### config.mk
export PLATFORM = sky130hd
export DESIGN_NAME = hhi_ctrl
export DESIGN_NICKNAME = d
export VERILOG_FILES = /design/src/hw/rtl/hhi_pkg.sv /design/src/hw/rtl/hhi_ctrl.sv
export SDC_FILE = /design/constraint.sdc
export NUM_CORES = 1
export LEC_CHECK = 0
export BUFFER_PORTS_ARGS = -buffer_cell sky130_fd_sc_hd__buf_2
export CELL_PAD_IN_SITES_DETAIL_PLACEMENT = 1
export CELL_PAD_IN_SITES_GLOBAL_PLACEMENT = 1
export CORE_MARGIN = 5
export CORE_UTILIZATION = 39
export CTS_CLUSTER_DIAMETER = 80
export DETAILED_ROUTE_END_ITERATION = 7
export PLACE_DENSITY = 0.8
export SYNTH_ARGS = -nofsm -noshare
export SYNTH_HDL_FRONTEND = slang
export SYNTH_SLANG_ARGS = --single-unit
### constraint.sdc
create_clock -name clk -period 2.6 [get_ports clk]
set_input_delay 0.39 -clock clk [delete_from_list [all_inputs] [get_ports clk]]
set_output_delay 0.39 -clock clk [all_outputs]
set_load 0.01 [all_outputs]
### src/hw/rtl/hhi_pkg.sv
package hhi_pkg;

  localparam int P_W    = 17;
  localparam int T_W    = 15;
  localparam int X_W    = 24;
  localparam int H_W    = 28;
  localparam int GAS_W  = 24;
  localparam int CFG_W  = 24;
  localparam int LOG_W  = 37;
  localparam int DIV_W  = 45;
  localparam int NUM_W  = 64;
  localparam int CNT_W  = 7;

  localparam logic [1:0] CFG_DRY    = 2'd0;
  localparam logic [1:0] CFG_VAPOUR = 2'd1;
  localparam logic [1:0] CFG_GRAV   = 2'd2;

  localparam logic [19:0] DRY_RESET    = 20'd287058;
  localparam logic [19:0] VAPOUR_RESET = 20'd461500;
  localparam logic [23:0] GRAV_RESET   = 24'd9806650;

  localparam logic [31:0] LN2_Q32  = 32'd2977044472;
  localparam logic [13:0] SCALE_K  = 14'd15625;
  localparam logic [CNT_W-1:0] GAS_STEPS   = 7'd21;
  localparam logic [CNT_W-1:0] LAYER_STEPS = 7'd62;

  localparam logic signed [H_W-1:0] H_MAX = 28'sh7FFFFFF;
  localparam logic signed [H_W-1:0] H_MIN = -28'sh8000000;

  typedef enum logic [4:0] {
    OP_NONE,
    OP_LOAD,
    OP_MUL_GAS,
    OP_DIV_GAS,
    OP_LOG_BELOW,
    OP_LOG_CUR,
    OP_MUL_SUM,
    OP_ADD_SUM,
    OP_MUL_K,
    OP_DIV_LAYER,
    OP_MAG,
    OP_LN,
    OP_MUL_HI,
    OP_MUL_LO,
    OP_HEIGHT,
    OP_EMIT
  } op_t;

  typedef struct packed {
    logic div_busy;
    logic log_busy;
    logic out_free;
  } status_t;

endpackage

### src/hw/rtl/hhi_ctrl.sv
module hhi_ctrl (
  input  logic             clk,
  input  logic             rst_n,
  input  logic             in_valid,
  output logic             in_stall,
  input  hhi_pkg::status_t status,
  output hhi_pkg::op_t     op
);

  typedef enum logic [4:0] {
    S_IDLE,
    S_MUL_GAS,
    S_DIV_GAS,
    S_DIV_GAS_WAIT,
    S_LOG_BELOW,
    S_LOG_BELOW_WAIT,
    S_LOG_CUR,
    S_LOG_CUR_WAIT,
    S_MUL_SUM,
    S_ADD_SUM,
    S_MUL_K,
    S_DIV_LAYER,
    S_DIV_LAYER_WAIT,
    S_MAG,
    S_LN,
    S_MUL_HI,
    S_MUL_LO,
    S_HEIGHT,
    S_EMIT
  } state_t;

  state_t state_r, state_nxt;

  always_comb begin
    state_nxt = state_r;
    op        = hhi_pkg::OP_NONE;
    case (state_r)
      S_IDLE: begin
        if (in_valid) begin
          op        = hhi_pkg::OP_LOAD;
          state_nxt = S_MUL_GAS;
        end
      end
      S_MUL_GAS: begin
        op        = hhi_pkg::OP_MUL_GAS;
        state_nxt = S_DIV_GAS;
      end
      S_DIV_GAS: begin
        op        = hhi_pkg::OP_DIV_GAS;
        state_nxt = S_DIV_GAS_WAIT;
      end
      S_DIV_GAS_WAIT: begin
        if (!status.div_busy) state_nxt = S_LOG_BELOW;
      end
      S_LOG_BELOW: begin
        op        = hhi_pkg::OP_LOG_BELOW;
        state_nxt = S_LOG_BELOW_WAIT;
      end
      S_LOG_BELOW_WAIT: begin
        if (!status.log_busy) state_nxt = S_LOG_CUR;
      end
      S_LOG_CUR: begin
        op        = hhi_pkg::OP_LOG_CUR;
        state_nxt = S_LOG_CUR_WAIT;
      end
      S_LOG_CUR_WAIT: begin
        if (!status.log_busy) state_nxt = S_MUL_SUM;
      end
      S_MUL_SUM: begin
        op        = hhi_pkg::OP_MUL_SUM;
        state_nxt = S_ADD_SUM;
      end
      S_ADD_SUM: begin
        op        = hhi_pkg::OP_ADD_SUM;
        state_nxt = S_MUL_K;
      end
      S_MUL_K: begin
        op        = hhi_pkg::OP_MUL_K;
        state_nxt = S_DIV_LAYER;
      end
      S_DIV_LAYER: begin
        op        = hhi_pkg::OP_DIV_LAYER;
        state_nxt = S_DIV_LAYER_WAIT;
      end
      S_DIV_LAYER_WAIT: begin
        if (!status.div_busy) state_nxt = S_MAG;
      end
      S_MAG: begin
        op        = hhi_pkg::OP_MAG;
        state_nxt = S_LN;
      end
      S_LN: begin
        op        = hhi_pkg::OP_LN;
        state_nxt = S_MUL_HI;
      end
      S_MUL_HI: begin
        op        = hhi_pkg::OP_MUL_HI;
        state_nxt = S_MUL_LO;
      end
      S_MUL_LO: begin
        op        = hhi_pkg::OP_MUL_LO;
        state_nxt = S_HEIGHT;
      end
      S_HEIGHT: begin
        op        = hhi_pkg::OP_HEIGHT;
        state_nxt = S_EMIT;
      end
      S_EMIT: begin
        if (status.out_free) begin
          op        = hhi_pkg::OP_EMIT;
          state_nxt = S_IDLE;
        end
      end
      default: state_nxt = S_IDLE;
    endcase
  end

  always_ff @(posedge clk) begin
    if (!rst_n) begin
      state_r <= S_IDLE;
    end else begin
      state_r <= state_nxt;
    end
  end

  assign in_stall = (state_r != S_IDLE);

endmodule
==> results of run 1 <==
area by class of cell:
| cell class | count | area, um2 |
|---|---|---|
| multi-input combinational | 66 | 404 |
| fill | 210 | 823 |
| sequential | 5 | 100 |
| tap | 16 | 20.0 |
| timing repair buffer | 12 | 65.1 |
| inverter | 4 | 15.0 |
| clock buffer | 4 | 26.3 |
path summary, 6_finish.rpt:
path | to | cells after the start | slack (ns) | startpoint
max | op[0] | 5 | 0.52 | state_r[4]$_SDFFE_PN0P_
min | state_r[1]$_SDFFE_PN0P_ | 3 | 0.45 | rst_n
max reg2reg | state_r[2]$_SDFFE_PN0P_ | 4 | 0.95 | state_r[0]$_SDFFE_PN0P_
min reg2reg | state_r[4]$_SDFFE_PN0P_ | 3 | 0.80 | state_r[1]$_SDFFE_PN0P_
logic make-up after synthesis:
logic type / synth area share
muxes: 0.0172
DFF: 0.172
buffers and inverters: 0.135
AOI/OAI and AO/OA: 0.296
and+or+nand+nor: 0.373
other: 0.00643
cell usage after synthesis, types with 3 or more instances:
cell	count
a21oi_1	11
buf_2	6
buf_4	3
dfxtp_1	5
inv_1	4
nand2_1	5
nand2b_1	3
nor2_1	11
o21ai_0	3
power by group:
| part | total [uW] | internal [uW] | switching [uW] |
|---|---|---|---|
| registers | 95.9 | 81.2 | 14.7 |
| clock network | 92.0 | 58.2 | 33.9 |
| logic | 80.7 | 38.9 | 41.8 |
| total | 269 | 178 | 90.4 |
per-layer routing:
metal | share of wire | routed length (um) | vias up | track usage
li1 | - | - | 314 | -
met4 | 0 | 0 | 0 | 0.0404
met1 | 0.47 | 726 | 307 | 0.168
met2 | 0.49 | 758 | 12 | 0.207
met3 | 0.036 | 56 | 0 | 0.0399
met5 | 0 | 0 | - | 0
stage by stage:
step / power [uW] / hold slack (ns)
after detailed placement: 179 / 0.705
after CTS: 274 / 0.446
after global routing: 286 / 0.453
after global placement: 177 / 0.677
final: 269 / 0.450
after floorplan: 157 / 0.547
worst reg2reg max path: stages (launching register included):
cell and delay [ns]:
dfxtp_1 0.66, nor3b_2 0.31, a21bo_2 0.28, a41oi_2 0.17, a31oi_1 0.10
layout by cell type (no fill, tap or decap), types with 2 or more instances in the layout:
| cell | instances |
|---|---|
| inv_1 | 4 |
| dfxtp_1 | 5 |
| o21ai_0 | 3 |
| nor4_1 | 2 |
| nand2_1 | 5 |
| a21oi_1 | 11 |
| nand4_1 | 2 |
| nand2b_1 | 3 |
| clkbuf_4 | 3 |
| o22ai_1 | 2 |
| a31oi_1 | 2 |
| o21ai_1 | 2 |
| nor2_1 | 11 |
| buf_4 | 2 |
| nand3_1 | 2 |
| buf_2 | 10 |
==> qor.txt, run 1 <==
TNS Setup -> 0 ns
Syn. warnings -> 0
Postcts setup bufs -> 0
Syn Inst Count -> 85
Initial antenna violation count -> 0
Layout Area Growth over Synthesis -> 8.15%
Slowest cell on crit path -> dfxtp_1
Final Routed Wirelength -> 1540 um
H-tree levels -> 1
Top delay family on crit path -> flip-flops
CTS-repair resized insts -> 0
Hold Crit Class -> input port to flip-flop
Via count -> 633
Post-Place Setup Slack -> 0.790 ns
Worst EP required -> 2.21 ns
Setup crit end kind -> output port
Maximum number of pins on one net before global-route repair -> 21
Remaining antenna violation count -> 0
Synth Register Bits -> 5
Cell Count, Final, Fillers Out -> 107
Io pins -> 12
Fin. max-slew vios -> 0
Die Span Y -> 48.7 um
Static leakage -> 0.000263 uW
Count of clock tree sinks -> 5
Layout Skew -> 0.00259 ns
Top cells by area, synth -> dfxtp_1 17%, a21oi_1 9.4%, nor2_1 7.1%
Crit-path max FO -> 20
Wire per inst -> 14.4 um
Register area share after synthesis -> 0.172
Period utilisation layout -> 0.800
Clk buf depth -> 2
Slew headroom -> 0.564
CP startpoint kind -> flip-flop
Die footprint -> 0.00237 mm2
Biggest regs -> state_r: 5 flops
CP cell instances -> nor2_1 -> nor2_1 -> o22ai_1 -> o31ai_1 -> buf_2
Initial Utilization -> 0.401
Detailed placement HPWL -> 1130 um
Synth top area share -> 0.172
Clock Latency Late Sink -> 0.25 ns
Reg clk slew, reported paths -> 0.04 ns
Worst path most repeated cell -> nor2_1
Status -> finished clean
Final min period -> 2.08 ns
Drt pass-1 iters -> 4
Mapped Avg Cell Area -> 6.86 um2
GRT Residual Overflow -> 0
F_max -> 481 MHz
Area after DPL -> 604 um2
Max-cap violations -> 0
Worst-Margin Slew -> 0.653 ns
Antenna cells -> 0
Most flops, register -> state_r
Gpl congestion -> 0.782
Rows -> 14
Critical path data arrival time -> 1.69 ns
First-pass GRT wire length -> 2520 um
GRT Total Usage -> 0.130
CTS Buf Count -> 3
Fin nets -> 98
Fin util -> 0.434
Most common flop cell mapped by yosys -> dfxtp_1
Setup Crit Path Kind -> flip-flop to output port
RSZ-0062 raised after global routing -> no
PortBufs -> 10
Setup WS post-layout -> 0.520 ns
Ys async rst share -> 0
Synthesized Nets -> 91
Clk Tree Root Cell -> clkbuf_4
Synthesized cell area -> 583 um2
Post-synth EDFFs -> 0
Number of buffers and inverters on the critical path -> 1
Vias in the first global route -> 582
CTS Hold Bufs -> 0
P per Cell Area -> 426 mW/mm2
Synth cell types -> 37
Initial DRC count -> 8
Count of final hold-check violations -> 0
CTS tree -> built
Leading area contributor after synthesis -> dfxtp_1
Max VDD drop -> 0.255 mV
Max reg flops -> 5
# DRC -> 0
Layout cell share with drive strength beyond 1 -> 0.231
Number of vias per cell -> 5.92
Post-Place Cells -> 103
Final Setup Violations -> 0
Die X -> 48.7 um
Max incr delay on CP -> 0.73 ns
Floorplan core area -> 0.00145 mm2
Fin area -> 631 um2
Power figures use the tool's default switching activity.
==> run 2, diff against run 1 <==
--- a/config.mk
+++ b/config.mk
@@ -8,11 +8,12 @@
 export BUFFER_PORTS_ARGS = -buffer_cell sky130_fd_sc_hd__buf_2
 export CELL_PAD_IN_SITES_DETAIL_PLACEMENT = 1
 export CELL_PAD_IN_SITES_GLOBAL_PLACEMENT = 1
+export CORE_ASPECT_RATIO = 0.75
 export CORE_MARGIN = 5
-export CORE_UTILIZATION = 39
+export CORE_UTILIZATION = 33
 export CTS_CLUSTER_DIAMETER = 80
 export DETAILED_ROUTE_END_ITERATION = 7
-export PLACE_DENSITY = 0.8
+export PLACE_DENSITY = 0.72
 export SYNTH_ARGS = -nofsm -noshare
 export SYNTH_HDL_FRONTEND = slang
 export SYNTH_SLANG_ARGS = --single-unit
==> constraint.sdc (replaced) <==
create_clock -name clk -period 1.9 [get_ports clk]
set_input_delay 0.285 -clock clk [delete_from_list [all_inputs] [get_ports clk]]
set_output_delay 0.285 -clock clk [all_outputs]
set_load 0.01 [all_outputs]
==> qor.txt, run 2 (same netlist as run 1, synthesis figures left out) <==
CTS tree -> built
Static leakage -> 0.000279 uW
GRT Total Usage -> 0.145
Maximum number of pins on one net before global-route repair -> 19
Die X -> 58.5 um
Clk Tree Root Cell -> clkbuf_4
Reg clk slew, reported paths -> 0.04 ns
Number of vias per cell -> 5.46
Antenna cells -> 0
Vias in the first global route -> 628
Final Routed Wirelength -> 1750 um
Count of clock tree sinks -> 5
Layout Skew -> 0.00284 ns
Layout Area Growth over Synthesis -> 13.5%
Count of final hold-check violations -> 0
CTS Buf Count -> 3
Min-delay src -> rst_n
Critical path data arrival time -> 1.49 ns
Register Area -> 101 um2
Detailed placement HPWL -> 1330 um
Cell Count, Final, Fillers Out -> 116
H-tree levels -> 1
PortBufs -> 10
RSZ-0062 raised after global routing -> no
Max VDD drop -> 0.313 mV
Fin. max-slew vios -> 0
Drt pass-1 iters -> 4
Fin util -> 0.388
GRT Residual Overflow -> 0
Clk buf depth -> 2
Post-Place Cells -> 112
F_max -> 565 MHz
Crit. Startpoint -> state_r[3]$_SDFFE_PN0P_
Int Power -> 248 uW
Max reg flops -> 5
Most flops, register -> state_r
Rows -> 13
Wire per inst -> 15.1 um
Initial DRC count -> 11
Setup WS post-layout -> 0.129 ns
First-pass GRT wire length -> 2990 um
Setup crit end kind -> output port
Fillers -> 247
Fin area -> 662 um2
Die footprint -> 0.00272 mm2
# DRC -> 0
Via count -> 633
Post-Place Setup Slack -> 0.243 ns
CP startpoint kind -> flip-flop
Clock power frac -> 0.333
P per Cell Area -> 571 mW/mm2
Combinational Power Share -> 0.323
Setup Crit Path Kind -> flip-flop to output port
Area after DPL -> 634 um2
Final Setup Violations -> 0
Period utilisation layout -> 0.932
Floorplan core area -> 0.00171 mm2
Crit-path max FO -> 10
Hold Crit Class -> input port to flip-flop
Max-cap violations -> 0
Biggest regs -> state_r: 5 flops
Most frequent cells in the layout -> 11 x nor2_1, 11 x a21oi_1, 10 x buf_2, 5 x nand2_1, 5 x buf_4
Gpl congestion -> 0.813
Final min period -> 1.77 ns
Remaining antenna violation count -> 0
Fin nets -> 101
Sw Pwr -> 130 uW
Layout cell share with drive strength beyond 1 -> 0.266
Area of the multi-input gates -> 404 um2
Sw Share -> 0.343
Die Span Y -> 46.4 um
Io pins -> 12
R2R Path Start -> state_r[1]$_SDFFE_PN0P_
Status -> finished clean
Initial Utilization -> 0.341
TNS Setup -> 0 ns
Initial antenna violation count -> 0
Sequential power share -> 0.344
Clock Latency Late Sink -> 0.24 ns
Worst EP required -> 1.62 ns
run 2: metal layers:
metal,vias up,GRT usage,part of all wire
li1,317,-,-
met1,307,0.205,0.53
met2,9,0.227,0.43
met3,0,0.0364,0.031
met4,0,0.0139,0
met5,-,0,0
run 2: power groups by stage:
stage | combinational [uW] | clock, uW | sequential (uW)
final | 122 | 126 | 130
after global routing | 135 | 136 | 131
after CTS | 122 | 131 | 130
after detailed placement | 122 | 0 | 132
after global placement | 117 | 0 | 131
after floorplan | 101 | 0 | 114
run 2: final cells by class:
type,count,share of cell area
inverters,4,0.0227
repair buffers,15,0.132
flip-flops and latches,5,0.153
clock buffers,4,0.0397
multi-input cells,66,0.611
well taps,22,0.0416
run 2: worst paths after layout:
kind	to	slack, ns	cells after the start
hold / removal	state_r[4]$_SDFFE_PN0P_	0.33	3
setup reg to reg	state_r[0]$_SDFFE_PN0P_	0.37	5
setup / recovery	op[1]	0.13	4
hold reg to reg	state_r[3]$_SDFFE_PN0P_	0.62	2
run 2: critical path, cell delays in order (launching register included):
cell and delay [ns]:
dfxtp_1 0.42, nor2_1 0.38, a21oi_1 0.13, o22ai_1 0.16, buf_2 0.15
run 2: stage by stage:
step / hold WS [ns] / total power, uW
global route: 0.367 / 402
detailed placement: 0.581 / 253
CTS: 0.327 / 384
floorplan: 0.458 / 215
global placement: 0.581 / 248
finish: 0.334 / 378
run 2: timing repair:
action	in CTS	in global routing
setup endpoints to repair	2	0
resized for setup	1	0
hold buffers	0	0
buffers inserted	0	0
